**src/rtl/cbm_pkg.sv**
```systemverilog
// Shared types and constants of the cartridge bank mapper.
`default_nettype none

package cbm_pkg;

  localparam int SLOT_COUNT    = 64;
  localparam int SLOT_W        = $clog2(SLOT_COUNT);
  localparam int MAX_ROM_PAGES = 256;
  localparam int PAGE_W        = 12;
  localparam int MASK_W        = 5;

  typedef enum logic [1:0] {
    RG_ROM  = 2'd0,
    RG_CRAM = 2'd1,
    RG_WRAM = 2'd2,
    RG_NONE = 2'd3
  } region_t;

  localparam logic [2:0] KIND_NONE      = 3'd0;
  localparam logic [2:0] KIND_STD       = 3'd1;
  localparam logic [2:0] KIND_TRIO      = 3'd2;
  localparam logic [2:0] KIND_KOREAN    = 3'd3;
  localparam logic [2:0] KIND_KOREAN8K  = 3'd4;
  localparam logic [2:0] KIND_FOUR_PACK = 3'd5;

  localparam logic [1:0] CFG_MAPPER_KIND  = 2'd0;
  localparam logic [1:0] CFG_ROM_PAGES    = 2'd1;
  localparam logic [1:0] CFG_OFFSET_QUIRK = 2'd2;

  localparam logic [1:0] PREG_CTRL  = 2'd0;
  localparam logic [1:0] PREG_BANK0 = 2'd1;
  localparam logic [1:0] PREG_BANK1 = 2'd2;
  localparam logic [1:0] PREG_BANK2 = 2'd3;

  typedef enum logic [2:0] {
    ST_BASE,
    ST_IDLE,
    ST_RD,
    ST_OUT,
    ST_MLOAD,
    ST_MITER,
    ST_FILL
  } state_t;

  typedef struct packed {
    region_t             region;
    logic [PAGE_W-1:0]   page;
  } slot_entry_t;

  typedef struct packed {
    logic                en;
    logic [SLOT_W-1:0]   first;
    logic [SLOT_W-1:0]   last;
    region_t             region;
    logic [PAGE_W-1:0]   base;
    logic [MASK_W-1:0]   mask;
  } fill_op_t;

endpackage

`default_nettype wire

```
**src/rtl/cbm_if.sv**
```systemverilog
// Request and response channel interfaces of the cartridge bank mapper.
`default_nettype none

interface cbm_req_if;
  logic        valid;
  logic        ready;
  logic        command;
  logic [15:0] cpu_address;
  logic [7:0]  write_data;

  modport source (output valid, command, cpu_address, write_data, input ready);
  modport sink   (input valid, command, cpu_address, write_data, output ready);
endinterface

interface cbm_rsp_if;
  logic        valid;
  logic        ready;
  logic [1:0]  target_region;
  logic [21:0] physical_address;
  logic        store_enable;
  logic        paging_hit;
  logic        backup_ram_used;

  modport source (output valid, target_region, physical_address, store_enable, paging_hit,
                  backup_ram_used, input ready);
  modport sink   (input valid, target_region, physical_address, store_enable, paging_hit,
                  backup_ram_used, output ready);
endinterface

`default_nettype wire

```
**src/rtl/cartridge_bank_mapper.sv**
```systemverilog
// Cartridge bank mapper: translates CPU accesses through a 64-entry 1K slot map.
//
// The req channel carries one CPU access per transfer (command, cpu_address,
// write_data); the rsp channel returns one translation per access. Both use
// valid/ready. Configuration is a plain write port (cfg_write, cfg_index,
// cfg_data); the user must see that it is written only while no access is
// outstanding, as the block itself does not enforce this. An ordinary read
// or write issues the read of the single-port slot map, registers its data,
// then loads the output register. A paging write first runs four remainder
// steps (one for the 8K kind) on a shared one-bit-per-cycle unit, then
// rewrites up to 32 slots at one slot a cycle, then looks the address up.
// req.ready is high only between accesses. Reset, and a write of mapper_kind
// or rom_pages, sweeps all 64 slots with the base map and then replays the
// four default paging writes; no access is taken meanwhile. The result waits
// in an output register while the receiver stalls; a new access may be
// taken meanwhile, and its result is held back until the register is free.
`default_nettype none

module cartridge_bank_mapper
  import cbm_pkg::*;
(
  input  wire logic    clk,
  input  wire logic    rst,
  cbm_req_if.sink      req,
  cbm_rsp_if.source    rsp,
  input  wire logic    cfg_write,
  input  wire logic [1:0] cfg_index,
  input  wire logic [8:0] cfg_data
);

  localparam logic [3:0]  MOD_LAST  = 4'd8;
  localparam logic [MASK_W-1:0] MASK16 = 5'h0F;
  localparam logic [MASK_W-1:0] MASK8  = 5'h07;
  localparam logic [8:0]  PAGES_MAX = 9'(MAX_ROM_PAGES);

  // Configuration
  logic [2:0] mapper_kind;
  logic [8:0] rom_pages;
  logic       offset_quirk_off;

  // Sequencer and datapath registers
  state_t     state, state_next;
  logic [7:0] preg [4];
  logic       backup_flag;
  logic       def_active;
  logic [1:0] def_reg;
  logic       cmd_q;
  logic [15:0] addr_q;
  logic [7:0] data_q;
  logic [1:0] reg_q;
  logic       hit_q;
  logic       pass_q;
  logic       is8k_q;
  logic [1:0] mstep;
  logic [3:0] mcnt;
  logic [8:0] mdiv;
  logic [8:0] mrem;
  logic [8:0] bank_a;
  logic [8:0] bank_b;
  logic [SLOT_W-1:0] fslot;
  logic       fidx;
  slot_entry_t rd_entry;

  // Output register
  logic        out_valid;
  region_t     out_region;
  logic [21:0] out_phys;
  logic        out_store;
  logic        out_hit;
  logic        out_backup;

  // Slot map memory
  slot_entry_t slot_map [SLOT_COUNT];
  logic              mem_we;
  logic [SLOT_W-1:0] mem_waddr;
  slot_entry_t       mem_wdata;

  logic [2:0] kind_eff;
  logic [8:0] np_eff;
  logic [9:0] divisor;
  logic [9:0] trial;
  logic [8:0] mrem_next;
  logic [8:0] mod_src;
  logic       accept;
  logic       load_out;
  logic       cfg_remap;
  logic       set_backup;
  logic       hit_dec;
  logic       pass_dec;
  logic [1:0] reg_dec;
  logic [7:0] data_dec;
  fill_op_t   op0, op1, cur_op;
  logic       op_done;

  function automatic logic [4:0] bank_skew(input logic [1:0] ctl);
    logic [4:0] r;
    if (ctl == 2'd0) r = 5'd0;
    else             r = {2'(3'd4 - {1'b0, ctl}), 3'b000};
    return r;
  endfunction

  // Effective configuration
  always_comb begin
    kind_eff = (mapper_kind > KIND_FOUR_PACK) ? KIND_STD : mapper_kind;
    if (rom_pages == 9'd0)           np_eff = 9'd1;
    else if (rom_pages > PAGES_MAX)  np_eff = PAGES_MAX;
    else                             np_eff = rom_pages;
    divisor = is8k_q ? {np_eff, 1'b0} : {1'b0, np_eff};
  end

  // Remainder unit: one dividend bit per cycle
  always_comb begin
    trial = {mrem, mdiv[8]};
    if (trial >= divisor) mrem_next = 9'(trial - divisor);
    else                  mrem_next = trial[8:0];
  end

  always_comb begin
    case (mstep)
      2'd0:    mod_src = {1'b0, data_q};
      2'd1:    mod_src = 9'(bank_a + (offset_quirk_off ? 5'd0 : bank_skew(preg[0][1:0])));
      2'd2:    mod_src = {1'b0, preg[3]};
      default: mod_src = 9'(bank_b + ((reg_q == PREG_CTRL) ? bank_skew(data_q[1:0]) : 5'd0));
    endcase
  end

  // Decode of paging addresses for the accepted access
  always_comb begin
    hit_dec  = 1'b0;
    reg_dec  = PREG_CTRL;
    data_dec = req.write_data;
    if (req.command) begin
      case (kind_eff)
        KIND_NONE: ;
        KIND_STD: begin
          if (req.cpu_address >= 16'hFFFC) begin
            hit_dec = 1'b1;
            reg_dec = req.cpu_address[1:0];
          end
        end
        KIND_TRIO: begin
          if (req.cpu_address == 16'h0000) begin
            hit_dec = 1'b1;
            reg_dec = PREG_BANK0;
          end else if (req.cpu_address == 16'h4000) begin
            hit_dec = 1'b1;
            reg_dec = PREG_BANK1;
          end else if (req.cpu_address == 16'h8000) begin
            hit_dec = 1'b1;
            reg_dec = PREG_BANK2;
          end
        end
        KIND_KOREAN: begin
          if (req.cpu_address == 16'hA000) begin
            hit_dec = 1'b1;
            reg_dec = PREG_BANK2;
          end
        end
        KIND_KOREAN8K: begin
          if (req.cpu_address <= 16'h0003) begin
            hit_dec = 1'b1;
            reg_dec = req.cpu_address[1:0];
          end
        end
        default: begin
          if (req.cpu_address == 16'h3FFE) begin
            hit_dec = 1'b1;
            reg_dec = PREG_BANK0;
          end else if (req.cpu_address == 16'h7FFF) begin
            hit_dec = 1'b1;
            reg_dec = PREG_BANK1;
          end else if (req.cpu_address == 16'hBFFF) begin
            hit_dec  = 1'b1;
            reg_dec  = PREG_BANK2;
            data_dec = 8'((preg[1] & 8'h30) + req.write_data);
          end
        end
      endcase
    end
    pass_dec = (kind_eff == KIND_NONE) || (kind_eff == KIND_STD) || !hit_dec;
  end

  // Slot ranges rewritten by the current paging write
  always_comb begin
    op0 = '0;
    op1 = '0;
    if (is8k_q) begin
      op0.en = 1'b1;
      case (reg_q)
        PREG_CTRL:  op0.first = 6'h20;
        PREG_BANK0: op0.first = 6'h28;
        PREG_BANK1: op0.first = 6'h10;
        default:    op0.first = 6'h18;
      endcase
      op0.last   = 6'(op0.first + 6'd7);
      op0.region = RG_ROM;
      op0.base   = {bank_a, 3'b000};
      op0.mask   = MASK8;
    end else begin
      case (reg_q)
        PREG_CTRL: begin
          op0.en    = 1'b1;
          op0.first = 6'h20;
          op0.last  = 6'h2F;
          op0.mask  = MASK16;
          if (data_q[3]) begin
            op0.region = RG_CRAM;
            op0.base   = data_q[2] ? 12'd16 : 12'd0;
          end else begin
            op0.region = RG_ROM;
            op0.base   = {bank_b[7:0], 4'b0000};
          end
          op1.en    = 1'b1;
          op1.first = 6'h30;
          op1.last  = 6'h3F;
          op1.base  = '0;
          if (data_q[4]) begin
            op1.region = RG_CRAM;
            op1.mask   = MASK16;
          end else begin
            op1.region = RG_WRAM;
            op1.mask   = MASK8;
          end
        end
        PREG_BANK0: begin
          op0.en     = 1'b1;
          op0.first  = (kind_eff == KIND_TRIO || kind_eff == KIND_FOUR_PACK) ? 6'h00 : 6'h01;
          op0.last   = 6'h0F;
          op0.region = RG_ROM;
          op0.base   = {bank_a[7:0], 4'b0000};
          op0.mask   = MASK16;
        end
        PREG_BANK1: begin
          op0.en     = 1'b1;
          op0.first  = 6'h10;
          op0.last   = 6'h1F;
          op0.region = RG_ROM;
          op0.base   = {bank_a[7:0], 4'b0000};
          op0.mask   = MASK16;
          op1.en     = (kind_eff == KIND_TRIO);
          op1.first  = 6'h28;
          op1.last   = 6'h2F;
          op1.mask   = MASK16;
          if (data_q[7]) begin
            op1.region = RG_CRAM;
            op1.base   = '0;
          end else begin
            op1.region = RG_ROM;
            op1.base   = {bank_b[7:0], 4'b0000};
          end
        end
        default: begin
          // A mapped cartridge RAM window keeps the upper ROM window untouched.
          op0.en     = !preg[0][3];
          op0.first  = 6'h20;
          op0.last   = 6'h27;
          op0.region = RG_ROM;
          op0.base   = {bank_a[7:0], 4'b0000};
          op0.mask   = MASK16;
          op1.en     = !preg[0][3] && !(kind_eff == KIND_TRIO && preg[2][7]);
          op1.first  = 6'h28;
          op1.last   = 6'h2F;
          op1.region = RG_ROM;
          op1.base   = {bank_a[7:0], 4'b0000};
          op1.mask   = MASK16;
        end
      endcase
    end
    cur_op  = fidx ? op1 : op0;
    op_done = !cur_op.en || (fslot == cur_op.last);
  end

  // Next state
  always_comb begin
    state_next = state;
    case (state)
      ST_BASE: begin
        if (fslot == 6'h3F) state_next = ST_MLOAD;
      end
      ST_IDLE: begin
        if (accept) state_next = hit_dec ? ST_MLOAD : ST_RD;
      end
      ST_RD:    state_next = ST_OUT;
      ST_OUT: begin
        if (load_out) state_next = ST_IDLE;
      end
      ST_MLOAD: state_next = ST_MITER;
      ST_MITER: begin
        if (mcnt == MOD_LAST) begin
          state_next = (is8k_q || mstep == 2'd3) ? ST_FILL : ST_MLOAD;
        end
      end
      ST_FILL: begin
        if (op_done && fidx) begin
          if (!def_active)          state_next = ST_RD;
          else if (def_reg == 2'd3) state_next = ST_IDLE;
          else                      state_next = ST_MLOAD;
        end
      end
      default: state_next = ST_BASE;
    endcase
    if (cfg_remap) state_next = ST_BASE;
  end

  // Control outputs
  always_comb begin
    req.ready  = (state == ST_IDLE);
    accept     = (state == ST_IDLE) && req.valid;
    load_out   = (state == ST_OUT) && (!out_valid || rsp.ready);
    cfg_remap  = cfg_write && (cfg_index == CFG_MAPPER_KIND || cfg_index == CFG_ROM_PAGES);
    mem_we     = 1'b0;
    mem_waddr  = fslot;
    mem_wdata  = '0;
    set_backup = 1'b0;
    case (state)
      ST_BASE: begin
        mem_we = 1'b1;
        if (fslot < 6'h30) begin
          mem_wdata.region = RG_ROM;
          mem_wdata.page   = {7'd0, fslot[4:0]};
        end else begin
          mem_wdata.region = RG_WRAM;
          mem_wdata.page   = {9'd0, fslot[2:0]};
        end
      end
      ST_FILL: begin
        mem_we           = cur_op.en;
        mem_wdata.region = cur_op.region;
        mem_wdata.page   = cur_op.base | {7'd0, fslot[4:0] & cur_op.mask};
        set_backup       = cur_op.en && (cur_op.region == RG_CRAM);
      end
      default: ;
    endcase
  end

  // Slot map: one write or one registered read per cycle
  always_ff @(posedge clk) begin
    if (mem_we) slot_map[mem_waddr] <= mem_wdata;
    if (state == ST_RD) rd_entry <= slot_map[addr_q[15:10]];
  end

  always_ff @(posedge clk) begin
    if (rst) begin
      state            <= ST_BASE;
      mapper_kind      <= KIND_STD;
      rom_pages        <= 9'd32;
      offset_quirk_off <= 1'b0;
      backup_flag      <= 1'b0;
      def_active       <= 1'b1;
      fslot            <= '0;
      out_valid        <= 1'b0;
    end else begin
      state <= state_next;

      if (cfg_write) begin
        case (cfg_index)
          CFG_MAPPER_KIND:  mapper_kind      <= cfg_data[2:0];
          CFG_ROM_PAGES:    rom_pages        <= cfg_data;
          CFG_OFFSET_QUIRK: offset_quirk_off <= cfg_data[0];
          default: ;
        endcase
      end

      if (set_backup) backup_flag <= 1'b1;

      if (load_out) out_valid <= 1'b1;
      else if (rsp.ready) out_valid <= 1'b0;

      if (cfg_remap) begin
        fslot      <= '0;
        def_active <= 1'b1;
      end else begin
        case (state)
          ST_BASE: begin
            fslot <= 6'(fslot + 6'd1);
            if (fslot == 6'h3F) begin
              // Base map done: load the default paging registers and replay them.
              preg[0] <= 8'd0;
              preg[1] <= 8'd0;
              preg[2] <= 8'd1;
              preg[3] <= (kind_eff <= KIND_STD) ? 8'd2 : 8'd0;
              def_reg <= 2'd0;
              reg_q   <= PREG_CTRL;
              data_q  <= 8'd0;
              is8k_q  <= (kind_eff == KIND_KOREAN8K);
              mstep   <= 2'd0;
            end
          end
          ST_IDLE: begin
            if (accept) begin
              cmd_q  <= req.command;
              addr_q <= req.cpu_address;
              data_q <= data_dec;
              reg_q  <= reg_dec;
              hit_q  <= hit_dec;
              pass_q <= pass_dec;
              is8k_q <= (kind_eff == KIND_KOREAN8K);
              mstep  <= 2'd0;
            end
          end
          ST_MLOAD: begin
            mdiv <= mod_src;
            mrem <= '0;
            mcnt <= '0;
          end
          ST_MITER: begin
            mrem <= mrem_next;
            mdiv <= {mdiv[7:0], 1'b0};
            mcnt <= 4'(mcnt + 4'd1);
            if (mcnt == MOD_LAST) begin
              if (mstep[1]) bank_b <= mrem_next;
              else          bank_a <= mrem_next;
              mstep <= 2'(mstep + 2'd1);
              if (is8k_q || mstep == 2'd3) begin
                preg[reg_q] <= data_q;
                fidx        <= 1'b0;
                fslot       <= op0.first;
              end
            end
          end
          ST_FILL: begin
            if (op_done) begin
              if (!fidx) begin
                fidx  <= 1'b1;
                fslot <= op1.first;
              end else if (def_active) begin
                if (def_reg == 2'd3) begin
                  def_active <= 1'b0;
                end else begin
                  def_reg <= 2'(def_reg + 2'd1);
                  reg_q   <= 2'(def_reg + 2'd1);
                  data_q  <= preg[2'(def_reg + 2'd1)];
                  mstep   <= 2'd0;
                end
              end
            end else begin
              fslot <= 6'(fslot + 6'd1);
            end
          end
          default: ;
        endcase
      end
    end
  end

  // Result payload
  always_ff @(posedge clk) begin
    if (load_out) begin
      out_hit    <= hit_q;
      out_backup <= backup_flag;
      if (!cmd_q || (pass_q && rd_entry.region != RG_ROM)) begin
        out_region <= rd_entry.region;
        out_phys   <= {rd_entry.page, addr_q[9:0]};
        out_store  <= cmd_q;
      end else begin
        out_region <= RG_NONE;
        out_phys   <= '0;
        out_store  <= 1'b0;
      end
    end
  end

  assign rsp.valid            = out_valid;
  assign rsp.target_region    = out_region;
  assign rsp.physical_address = out_phys;
  assign rsp.store_enable     = out_store;
  assign rsp.paging_hit       = out_hit;
  assign rsp.backup_ram_used  = out_backup;

`ifndef SYNTHESIS
  a_mod_range: assert property (@(posedge clk) disable iff (rst)
      (state == ST_MITER && mcnt == MOD_LAST) |-> ({1'b0, mrem_next} < divisor))
    else $error("bank remainder not below the divisor");

  a_fill_range: assert property (@(posedge clk) disable iff (rst)
      (state == ST_FILL && cur_op.en) |-> (fslot >= cur_op.first && fslot <= cur_op.last))
    else $error("slot rewrite outside its window");

  a_store_region: assert property (@(posedge clk) disable iff (rst)
      (out_valid && out_store) |-> (out_region == RG_CRAM || out_region == RG_WRAM))
    else $error("store flagged for a region that takes no writes");
`endif

endmodule

`default_nettype wire
```
**src/flat_wrapper.sv**
```systemverilog
// flat-port wrapper written by rule: the top's interface ports become plain ports
module cartridge_bank_mapper_flat import cbm_pkg::*;
  (clk, rst, cfg_write, cfg_index, cfg_data, req_valid, req_command, req_cpu_address, req_write_data, req_ready, rsp_valid, rsp_target_region, rsp_physical_address, rsp_store_enable, rsp_paging_hit, rsp_backup_ram_used, rsp_ready);
  cbm_req_if req_i ();
  cbm_rsp_if rsp_i ();
  input  wire logic clk;
  input  wire logic rst;
  input  wire logic cfg_write;
  input  wire logic [1:0] cfg_index;
  input  wire logic [8:0] cfg_data;
  input wire logic [$bits(req_i.valid)-1:0] req_valid;
  input wire logic [$bits(req_i.command)-1:0] req_command;
  input wire logic [$bits(req_i.cpu_address)-1:0] req_cpu_address;
  input wire logic [$bits(req_i.write_data)-1:0] req_write_data;
  output wire logic [$bits(req_i.ready)-1:0] req_ready;
  output wire logic [$bits(rsp_i.valid)-1:0] rsp_valid;
  output wire logic [$bits(rsp_i.target_region)-1:0] rsp_target_region;
  output wire logic [$bits(rsp_i.physical_address)-1:0] rsp_physical_address;
  output wire logic [$bits(rsp_i.store_enable)-1:0] rsp_store_enable;
  output wire logic [$bits(rsp_i.paging_hit)-1:0] rsp_paging_hit;
  output wire logic [$bits(rsp_i.backup_ram_used)-1:0] rsp_backup_ram_used;
  input wire logic [$bits(rsp_i.ready)-1:0] rsp_ready;
  assign req_i.valid = req_valid;
  assign req_i.command = req_command;
  assign req_i.cpu_address = req_cpu_address;
  assign req_i.write_data = req_write_data;
  assign req_ready = req_i.ready;
  assign rsp_valid = rsp_i.valid;
  assign rsp_target_region = rsp_i.target_region;
  assign rsp_physical_address = rsp_i.physical_address;
  assign rsp_store_enable = rsp_i.store_enable;
  assign rsp_paging_hit = rsp_i.paging_hit;
  assign rsp_backup_ram_used = rsp_i.backup_ram_used;
  assign rsp_i.ready = rsp_ready;
  cartridge_bank_mapper u_core (.clk(clk), .rst(rst), .req(req_i), .rsp(rsp_i), .cfg_write(cfg_write), .cfg_index(cfg_index), .cfg_data(cfg_data));
endmodule
```
**config.mk**
```make
export PLATFORM = sky130hd
export DESIGN_NAME = cartridge_bank_mapper_flat
export DESIGN_NICKNAME = d
export VERILOG_FILES = /design/src/rtl/cbm_pkg.sv /design/src/rtl/cbm_if.sv /design/src/rtl/cartridge_bank_mapper.sv /design/src/flat_wrapper.sv
export SDC_FILE = /design/constraint.sdc
export NUM_CORES = 1
export LEC_CHECK = 0
export ABC_AREA = 1
export BUFFER_PORTS_ARGS = -buffer_cell sky130_fd_sc_hd__buf_2
export CAP_MARGIN = 10
export CORE_MARGIN = 3
export CORE_UTILIZATION = 35
export CTS_CLUSTER_DIAMETER = 30
export DETAILED_ROUTE_END_ITERATION = 8
export GPL_TIMING_DRIVEN = 0
export PLACE_DENSITY_LB_ADDON = 0.25
export SYNTH_ARGS = -nofsm -noshare
export SYNTH_HDL_FRONTEND = slang
export SYNTH_SLANG_ARGS = --single-unit
```
**constraint.sdc**
```tcl
create_clock -name clk -period 4.6 [get_ports clk]
set_input_delay 0.23 -clock clk [delete_from_list [all_inputs] [get_ports clk]]
set_output_delay 0.23 -clock clk [all_outputs]
set_load 0.05 [all_outputs]
```
**Yosys cells after proc, flatten, opt, wreduce, memory -nomap -nowiden**

Memory sizes are Yosys's and may differ from the RTL's. A register that Yosys moved wholly into a read port is not among the register bits.
Cells that the tools add are included.

- Output and inout bits: 29
- Input port bits: 41
- Memory bits (writable): 928
- Memories: 2
- Logic and storage cells: 276
- Bits in registers: 127

- Reduce and logical (&&, ||, !) cells: 59
- Eq/ne operators: 40
- Add/sub/neg operators: 11
- Bitwise gates (word level): 5
- Magnitude comparators: 7
- Muxes and demuxes: 124

Memory list:

| name | words | bits a word | rd ports | clocked after memory_dff | write ports | line | source |
|---|---|---|---|---|---|---|---|
| u_core.slot_map | 64 | 14 | 1 | 1 | 1 | cartridge_bank_mapper.sv:73 | `slot_entry_t slot_map [SLOT_COUNT];` |
| u_core.preg | 4 | 8 | 5 | 0 | 4 | cartridge_bank_mapper.sv:43 | `logic [7:0] preg [4];` |

Operators by type and width:

| operator | count |
|---|---|
| 32-bit case mux with 3 select lines | 2 |
| 32-bit two-way mux | 3 |
| 8-bit two-way mux | 12 |
| 2-bit two-way mux | 26 |
| 16-bit == test, second input constant | 3 |
| 6-bit case mux with 3 select lines | 2 |
| 9-bit case mux with 2 select lines | 2 |
| 1-bit two-way mux | 35 |
| 5-bit two-way mux | 7 |
| 16-bit by 15-bit == test with 1-bit output, second input constant | 2 |
| 6-bit two-way mux | 5 |
| 14-bit case mux with 2 select lines | 1 |
| 3-bit two-way mux | 9 |
| 9-bit two-way mux | 3 |
| 9-bit case mux with 3 select lines | 1 |
| 13-bit two-way mux | 2 |
| 8-bit case mux with 3 select lines | 1 |
| 3-bit case mux with 7 select lines | 1 |
| 5-bit AND reduction | 4 |
| 9-bit adder | 2 |
| 2-bit by 1-bit != test with 1-bit output, second input constant | 9 |
| 16-bit by 14-bit == test with 1-bit output, second input constant | 1 |
| 16-bit greater-or-equal comparator, second input constant | 1 |
| 16-bit by 2-bit <= comparator with 1-bit output, second input constant | 1 |
| 56 further kinds | 111 |

**Logic depth before layout (Yosys ltp)**

Gate-level depths: netlist of run 1.

- Depth in word-level cells: 14
- Depth in mapped cells: 18
- Mapped depth without buffers: 18

**Least setup slack after synthesis of run 1**

OpenSTA, ideal clock, no wires.

- Path kind: register to register
- Start: register u_core.state[1]
- End: memory u_core.slot_map[0][3] (netlist name) (data pin)
- Clock period less this slack: 4404 ps
- Stages on the path, launching flop included: 6
- Required time: 3871 ps
- Data arrival time: 3675 ps
- Setup time: 729 ps
- Buffers on the path: 0
- Path slack: 196 ps
- Cell sequence: dfxtp_1 -> inv_2 -> nand2_1 -> nor2_1 -> inv_1 -> o32ai_1

RTL lines:

| what | line | source |
|---|---|---|
| from (decl) | cartridge_bank_mapper.sv:42 | `state_t state, state_next;` |
| from (signal assigned) | cartridge_bank_mapper.sv:353 | `state <= state_next;` |
| to (decl) | cartridge_bank_mapper.sv:73 |  |

==> impl_summary.txt, run 1 <==
----------------------------------------------------
[Outcome]
  Outcome ... completed

[Place]
  Placed wire-length estimate ... 121 mm
  Placement Setup Slack ... 1110 ps
  Number of cells in the design after placement ... ~5.5k
  Placer congestion estimate ... roughly 1
  Count of buffers from port buffering ... 69

[Synth]
  Synth Warn # ... 0
  Post-synthesis instance area ... 44600 um2
  Top cell type by total area after synthesis ... sky130_fd_sc_hd__edfxtp_1
  Primary flip-flop cell chosen by synthesis mapping ... sky130_fd_sc_hd__edfxtp_1
  Main combinational cell family by area after synthesis ... compound AO/OA/AOI/OAI gates
  Post-synthesis share of cell area spent on and, or, nand and nor gates ... 10.6%
  Ys async rst share ... 0%
  Cells after synthesis ... 3672
  Number of synthesized register bits ... 1069
  Xor/xnor share of the synthesized area ... 0.196%
  Number of distinct library cell variants in the gate-level netlist after synthesis ... 56
  Post-synthesis area per instance ... approximately 12 um2
  Syn nets ... 3750
  Adder-cell area share of the yosys netlist ... under 10%
  Top cells by area in the synthesized netlist ... sky130_fd_sc_hd__edfxtp_1 (70%), sky130_fd_sc_hd__nor2_1 (6.5%), sky130_fd_sc_hd__o21ai_0 (6.3%), sky130_fd_sc_hd__o22ai_1 (3.3%), sky130_fd_sc_hd__nand2_1 (1.8%)
  Number of flops mapped to enable cells by yosys ... 1044
  Mux cell area share after synthesis ... 0%
  Synthesized-area fraction occupied by ao, oa, aoi and oai cells ... 13.0%
  Sequential-to-total area share from yosys stat ... approximately 70%
  Yosys top cell area share ... 70.3%

[Finish]
  Layout filler cell count ... 11.3k
  Nets@finish ... between 4k and 5k
  Synth-to-layout area growth ... 27.7%
  Share of final-layout standard cells stronger than drive strength 1 ... 17.4%
  Final core area utilization ... 45.2%
  Flip-flop count of the largest register after layout ... 896
  Top reg by flops ... u_core.slot_map
  Layout Cells excl Fill ... between 5k and 6k

[Clocking]
  Number of cells upsized or downsized after cts ... 0
  Post-CTS setup buffers ... 0
  Clk sink count ... around 1.1k
  CTS tree ... built
  Clock latency on the worst-skew pair ... a little over 800 ps
  Clock root buffer ... sky130_fd_sc_hd__clkbuf_16
  Hold-fix buffers at CTS ... 50
  Number of buffers between clock root and the deepest sink ... 3
  Clock buffers created by TritonCTS ... 215
  Level count of the clock H-tree ... 4
  Clock-pin slew on the worst setup and hold paths ... 50 ps

[Global routing]
  Total gr overflow ... 0
  Initial antenna violation count ... 3
  Overall track demand over capacity in global routing ... 25.5%
  Global-route wire length before repair ... about 240 mm
  Via count of the first global-routing pass ... 31.3k
  Maximum number of pins on one net before global-route repair ... 66

[Critical path]
  Cell count of the worst reg-to-reg path ... 10
  Crit path capture type ... flip-flop
  Worst reg2reg path endpoint ... u_core.slot_map[51][10]$_DFFE_PP_
  Critical Path RT ... between 5000 and 6000 ps
  Maximum fanout along the worst path ... 25
  Kind of start point of the critical path ... flip-flop
  Crit path launch ... u_core.reg_q[0]$_DFFE_PP_
  Startpoint-to-endpoint class of the critical path ... reg -> reg
  Worst reg2reg setup slack ... between 900 and 1000 ps
  Arrival time worst endpoint ... 4250 ps
  Startpoint of the worst register-to-register path ... u_core.reg_q[0]$_DFFE_PP_

[Pwr]
  PwrDens ... 516 nW/um2
  Peak VDD IR ... 0.404 mV
  Power, Total ... 0.0294 W
  Leakage dissipation ... around 19 nW

[Floorplan]
  Cell Rows ... 130
  Initial cell density of the core ... 35.4%
  Die Ht ... ~360 um
  Top-level port count ... 70
  Die area ... 132000 um2
  Core Area ... approximately 130000 um2
  Die Wd ... around 360 um

[Routing]
  DRT Wirelength ... 171 mm
  Via-to-Cell Ratio ... around 5.6
  Number of DRC violations after detailed routing ... 0
  Antenna-violating nets left ... 0
  First-pass DRT Iterations ... 8
  DR vias ... 33.5k
  Average wire length per cell after detail routing ... about 29 um
  Iteration-0 DRC count of the detailed router ... 4530

[STA]
  Final Worst Setup Slack ... 974 ps
  Final TNS setup ... 0 ps
  Period utilization ... about four fifths
  Worst Tran Pin Value ... 1160 ps
  Slew Viols, Final ... 0
  Hold Vio Cnt, Final ... 0
  Highest attainable clock frequency ... around 280 MHz
  Setup violators final ... 0
  Slew headroom ... between 20% and 30%
  RSZ-0062 raised after global routing ... no
  Final period demand of the worst path ... 3630 ps
  Worst clock skew ... 52.5 ps

[Min path]
  Number of instances on the worst hold path ... 2
  Worst hold path startpoint ... req_cpu_address[6]
  End of the worst hold path ... u_core.addr_q[6]$_DFFE_PP_
  Hold crit path type ... in -> reg

[Run]
  Number of violations of the max-capacitance limit ... 0

----------------------------------------------------
==> final cells by class <==
class	count	area, um2	share of cell area (%)
Inverter	165	627	1.10
Multi-Input combinational cell	2221	11500	20.2
Timing Repair Buffer	202	2440	4.29
Buffer	217	1000	1.76
Sequential cell	1069	31900	56.0
Clock inverter	171	1950	3.43
Tap cell	1650	2060	3.63
Clock buffer	235	5470	9.60
Antenna cell	1	2.50	0.00440
==> cell usage in the layout (no fill, tap or decap), types with 26 or more instances in the layout <==
cell / instances
sky130_fd_sc_hd__nor2_1: 704
sky130_fd_sc_hd__o21ai_1: 70
sky130_fd_sc_hd__o22ai_1: 236
sky130_fd_sc_hd__dlygate4sd3_1: 50
sky130_fd_sc_hd__buf_8: 42
sky130_fd_sc_hd__ha_1: 33
sky130_fd_sc_hd__clkinvlp_4: 30
sky130_fd_sc_hd__clkbuf_1: 143
sky130_fd_sc_hd__o221ai_1: 36
sky130_fd_sc_hd__o211ai_1: 39
sky130_fd_sc_hd__nand3_1: 82
sky130_fd_sc_hd__bufinv_16: 26
sky130_fd_sc_hd__nand2_1: 209
sky130_fd_sc_hd__inv_1: 150
sky130_fd_sc_hd__clkinv_4: 26
sky130_fd_sc_hd__clkinv_2: 37
sky130_fd_sc_hd__nor2_2: 57
sky130_fd_sc_hd__o21ai_0: 557
sky130_fd_sc_hd__clkbuf_16: 215
sky130_fd_sc_hd__a21oi_1: 45
sky130_fd_sc_hd__buf_2: 136
sky130_fd_sc_hd__edfxtp_1: 1044
==> cell usage after synthesis, types with 6 or more instances <==
cell type / instances
sky130_fd_sc_hd__dfxtp_1: 25
sky130_fd_sc_hd__or2_0: 6
sky130_fd_sc_hd__o221ai_1: 36
sky130_fd_sc_hd__nand2_2: 10
sky130_fd_sc_hd__o21ai_1: 70
sky130_fd_sc_hd__buf_4: 12
sky130_fd_sc_hd__inv_1: 150
sky130_fd_sc_hd__inv_2: 11
sky130_fd_sc_hd__ha_1: 33
sky130_fd_sc_hd__nand4_4: 7
sky130_fd_sc_hd__o211ai_1: 39
sky130_fd_sc_hd__or2_2: 7
sky130_fd_sc_hd__nand3_1: 82
sky130_fd_sc_hd__o21ai_0: 561
sky130_fd_sc_hd__a31oi_1: 7
sky130_fd_sc_hd__xor2_1: 7
sky130_fd_sc_hd__edfxtp_1: 1044
sky130_fd_sc_hd__nand2_1: 210
sky130_fd_sc_hd__nand4_1: 11
sky130_fd_sc_hd__nor2_1: 771
sky130_fd_sc_hd__nor3_1: 15
sky130_fd_sc_hd__clkbuf_1: 124
sky130_fd_sc_hd__buf_2: 66
sky130_fd_sc_hd__a21oi_1: 52
sky130_fd_sc_hd__o22ai_1: 237
sky130_fd_sc_hd__o21bai_1: 8
sky130_fd_sc_hd__buf_6: 7
==> metrics by stage <==
stage | hold slack (ps) | instance area, um2
6_report | 182 | 56900
5_1_grt | 170 | 56900
4_1_cts | 125 | 56900
3_5_place_dp | 408 | 49000
3_3_place_gp | 411 | 47000
2_1_floorplan | 299 | 44600
==> worst max-delay path, cell delays in order (launching register included) <==
cell and delay [ps]:
sky130_fd_sc_hd__edfxtp_1 530, sky130_fd_sc_hd__inv_1 190, sky130_fd_sc_hd__ha_1 200, sky130_fd_sc_hd__inv_1 110, sky130_fd_sc_hd__o32ai_1 660, sky130_fd_sc_hd__inv_1 210, sky130_fd_sc_hd__o22ai_1 180, sky130_fd_sc_hd__nand2_1 120
sky130_fd_sc_hd__a21oi_4 750, sky130_fd_sc_hd__buf_16 250, sky130_fd_sc_hd__buf_12 210
==> kinds of logic (layout without fill, tap and decap cells) <==
family	after synthesis	in the layout
fa+ha+maj	37	37
simple gates	1145	1145
xor+xnor	10	10
flops	1069	1069
other cells	0	1
buf+inv	382	990
compound gates	1029	1029
==> worst max-delay path by stage <==
stage,to,slack [ps],depth (start not counted)
2_1_floorplan,u_core.slot_map[0][3]$_DFFE_PP_,200,5
3_3_place_gp,u_core.slot_map[2][13]$_DFFE_PP_,-5050,5
3_5_place_dp,u_core.slot_map[55][10]$_DFFE_PP_,1110,10
4_1_cts,u_core.slot_map[55][10]$_DFFE_PP_,1060,10
5_1_grt,u_core.slot_map[27][8]$_DFFE_PP_,830,13
6_report,u_core.slot_map[51][10]$_DFFE_PP_,970,10
==> per-layer routing <==
| metal | vias up | part of all wire, % | track usage [%] |
|---|---|---|---|
| met5 | - | 0 | 0 |
| met4 | 0 | 5.8 | 13.4 |
| met3 | 383 | 10 | 5.37 |
| met2 | 2102 | 44 | 38.9 |
| met1 | 16600 | 40 | 34.1 |
| li1 | 14400 | - | - |
==> power by group <==
part	internal (W)	switching [W]
combinational	0.000629	0.00175
sequential	0.0112	0.000135
clock	0.0101	0.00554
total	0.0219	0.00743
Note: power is estimated with default switching activity, not from simulation.
==> inputs of run 2 (changes only) <==
clock period = 3.7 ns   (was 4.6 ns; I/O delays follow)
==> run 2 against run 1 <==
  * Fmax fell by 1.2%
  * Flip-flop and latch count is the same
  * Critical endpoint is now u_core.slot_map[17][1]$_DFFE_PP_
  * Worst hold slack worse by 120 ps
  * Cell count grew 0.37%
  * Sequential power up 25%
  * Wire length is 0.96% higher
  * Design area is 1.1% higher
==> impl_summary.txt, run 2 (synthesized netlist as in run 1, its figures left out) <==
----------------------------------------------------
[Outcome]
  Outcome ... completed

[Pwr]
  Peak VDD IR ... 0.492 mV (+22%)
  PwrDens ... 650 nW/um2 (+26%)
  Leakage dissipation ... 18.9 nW (+1.6%)

[STA]
  Worst clock skew ... 71.7 ps (+19.2 ps)
  Slew Viols, Final ... 0 (unchanged)
  Final Worst Setup Slack ... 31.2 ps (-943 ps)
  Slew headroom ... 22.9% (+0.28 points)
  Worst Tran Pin Value ... 1160 ps (-4.26 ps)
  Final TNS setup ... 0 ps (unchanged)
  Final period demand of the worst path ... 3670 ps (+42.5 ps)
  Highest attainable clock frequency ... 273 MHz (-1.2%)
  Hold Vio Cnt, Final ... 0 (unchanged)
  Setup violators final ... 0 (unchanged)
  Period utilization ... 99.2% (+20 points)
  RSZ-0062 raised after global routing ... yes

[Place]
  Number of cells in the design after placement ... 5482 (+0.16%)
  Placed wire-length estimate ... 122 mm (+1.1%)
  Count of buffers from port buffering ... 69 (unchanged)
  Placement Setup Slack ... 130 ps (-979 ps)
  DP Area ... 49100 um2 (+0.29%)
  Placer congestion estimate ... 1.04 (+3.9%)

[Critical path]
  Maximum fanout along the worst path ... 14 (-44%)
  Worst reg2reg path endpoint ... u_core.slot_map[17][1]$_DFFE_PP_
  Worst reg2reg setup slack ... 30 ps (-940 ps)
  Critical Path RT ... 4100 ps (-1120 ps)
  Most common cell type on the critical path ... sky130_fd_sc_hd__nand2_1
  Startpoint-to-endpoint class of the critical path ... reg -> reg
  Cell count of the worst reg-to-reg path ... 12 (+2)
  Kind of start point of the critical path ... flip-flop
  Worst-path cell chain ... ha_1 > inv_1 > nand2_1 > nor2_1 > nand2_1 > nand2_1 > inv_2 > nor2_4 > nor2_2 > inv_4 > nand4_4 > nor2_4
  Crit-path max cell delay ... 860 ps (+110 ps)
  Crit path capture type ... flip-flop
  Startpoint of the worst register-to-register path ... u_core.reg_q[0]$_DFFE_PP_
  Arrival time worst endpoint ... 4070 ps (-180 ps)
  CP max stage cell ... sky130_fd_sc_hd__nor2_4

[Finish]
  Post-layout instance area ... 57500 um2 (+1.1%)
  Nets@finish ... 4190 (+0.50%)
  Final core area utilization ... 45.6% (+0.50 points)
  Leading cell type in the layout, fill and taps excluded ... sky130_fd_sc_hd__edfxtp_1
  Layout Cells excl Fill ... 5953 (+0.37%)
  Synth-to-layout area growth ... 29.1%
  Share of final-layout standard cells stronger than drive strength 1 ... 17.3% (-0.042 points)
  Flip-flop count of the largest register after layout ... 896 (unchanged)
  Most used cells in the layout excluding fill and tap cells ... sky130_fd_sc_hd__edfxtp_1 (1044), sky130_fd_sc_hd__nor2_1 (705), sky130_fd_sc_hd__o21ai_0 (557)
  Top reg by flops ... u_core.slot_map

[Clocking]
  Level count of the clock H-tree ... 4 (unchanged)
  Clk sink count ... 1069 (unchanged)
  Clock latency on the worst-skew pair ... 840 ps (+20 ps)
  Number of buffers between clock root and the deepest sink ... 3 (unchanged)
  Clock buffers created by TritonCTS ... 226 (+5.1%)
  Clock-pin slew on the worst setup and hold paths ... 50 ps (about the same)
  Clock root buffer ... sky130_fd_sc_hd__clkbuf_16
  CTS tree ... built

[Global routing]
  Total gr overflow ... 0 (unchanged)
  Maximum number of pins on one net before global-route repair ... 66 (unchanged)
  Global-route wire length before repair ... 240 mm (+1.4%)
  Initial antenna violation count ... 8 (+5)
  Overall track demand over capacity in global routing ... 25.8% (+0.31 points)
  Via count of the first global-routing pass ... 31.8k (+1.8%)

[Min path]
  Number of instances on the worst hold path ... 7 (+5)
  Hold crit path type ... in -> reg
  Worst hold path startpoint ... cfg_index[1]
  End of the worst hold path ... u_core.rom_pages[0]$_SDFFE_PP0P_

[Floorplan]
  Die Ht ... 363 um (unchanged)
  Die area ... 132000 um2 (unchanged)
  Cell Rows ... 130 (unchanged)
  Top-level port count ... 70 (unchanged)
  Initial cell density of the core ... 35.4% (unchanged)
  Die Wd ... 363 um (unchanged)
  Core Area ... 126000 um2 (unchanged)

[Routing]
  DRT Wirelength ... 173 mm (+0.96%)
  First-pass DRT Iterations ... 5 (-3)
  Number of DRC violations after detailed routing ... 0 (unchanged)
  Antenna-violating nets left ... 0 (unchanged)
  Via-to-Cell Ratio ... 5.60 (-0.78%)
  DR vias ... 33.4k (-0.42%)
  Average wire length per cell after detail routing ... 29.0 um (+0.59%)
  Iteration-0 DRC count of the detailed router ... 4545 (+0.33%)

[Run]
  Number of violations of the max-capacitance limit ... 0 (unchanged)

----------------------------------------------------
-- run 2: changes by cell type in the layout (fill, tap and decap cells not counted), moves of 7 or more --
| cell | change |
|---|---|
| sky130_fd_sc_hd__buf_12 | +8 |
| sky130_fd_sc_hd__clkinv_4 | -18 |
| sky130_fd_sc_hd__bufinv_16 | +8 |
| sky130_fd_sc_hd__clkbuf_16 | +11 |
| sky130_fd_sc_hd__clkinv_1 | +12 |
| sky130_fd_sc_hd__clkinvlp_4 | -7 |
-- run 2: area by class of cell --
cell class / count / area, um2
Clock buffer: 251 / 5750
Timing Repair Buffer: 212 / 2650
Sequential cell: 1069 / 31900
Tap cell: 1650 / 2060
Buffer: 217 / 1000
Fill cell: 11200 / 68500
Inverter: 165 / 627
Clock inverter: 167 / 2080
Antenna cell: 1 / 2.50
Multi-Input combinational cell: 2221 / 11500
-- run 2: power breakdown --
group	switching [W]	total (W)	internal [W]	leakage, nW
logic	0.00215	0.00290	0.000753	6.31
registers	0.000174	0.0141	0.0139	8.86
clock network	0.00688	0.0204	0.0136	3.76
-- run 2: timing repair --
| action | 4_1_cts | 5_1_grt |
|---|---|---|
| setup buffers | 0 | 1 |
| hold buffers | 51 | 0 |
| resized for setup | 0 | 8 |
| setup endpoints to repair | 0 | 43 |
| endpoints found under the hold margin | 82 | 0 |
-- run 2: how the worst max path moves through the flow --
stage                                 startpoint                           endpoint  slack [ps]  depth (start not counted)
floorplan           u_core.state[1]$_SDFFE_PN0P_    u_core.slot_map[0][0]$_DFFE_PP_        -450                          5
global placement    u_core.state[1]$_SDFFE_PN0P_   u_core.slot_map[48][1]$_DFFE_PP_       -5310                          5
detailed placement     u_core.reg_q[0]$_DFFE_PP_         u_core.data_q[6]$_DFFE_PP_         130                         11
CTS                    u_core.reg_q[0]$_DFFE_PP_   u_core.slot_map[11][6]$_DFFE_PP_          90                         13
global route           u_core.reg_q[0]$_DFFE_PP_  u_core.slot_map[59][13]$_DFFE_PP_        -100                         13
finish                 u_core.reg_q[0]$_DFFE_PP_   u_core.slot_map[17][1]$_DFFE_PP_          30                         12
-- run 2: per-stage QoR --
step                      power (W)  hold WS [ps]
final                        0.0374          57.7
after CTS                    0.0375          5.82
after floorplan              0.0157           254
after global placement       0.0168           395
after global routing         0.0384           103
after detailed placement     0.0171           397
-- run 2: per-layer routing --
metal / GRT usage, % / wire (um) / vias up
li1: - / - / 14400
met1: 35.3 / 69600 / 16600
met2: 39.8 / 78200 / 1917
met3: 4.82 / 16400 / 354
met4: 11.9 / 8320 / 0
met5: 0 / 0 / -
-- run 2: critical path, delay by kind of cell (launching register included) --
family                     cells  cell delay [ps]
DFF                            1              550
buffers and inverters          3              420
adders and majority gates      1              290
and+or+nand+nor                8             1950
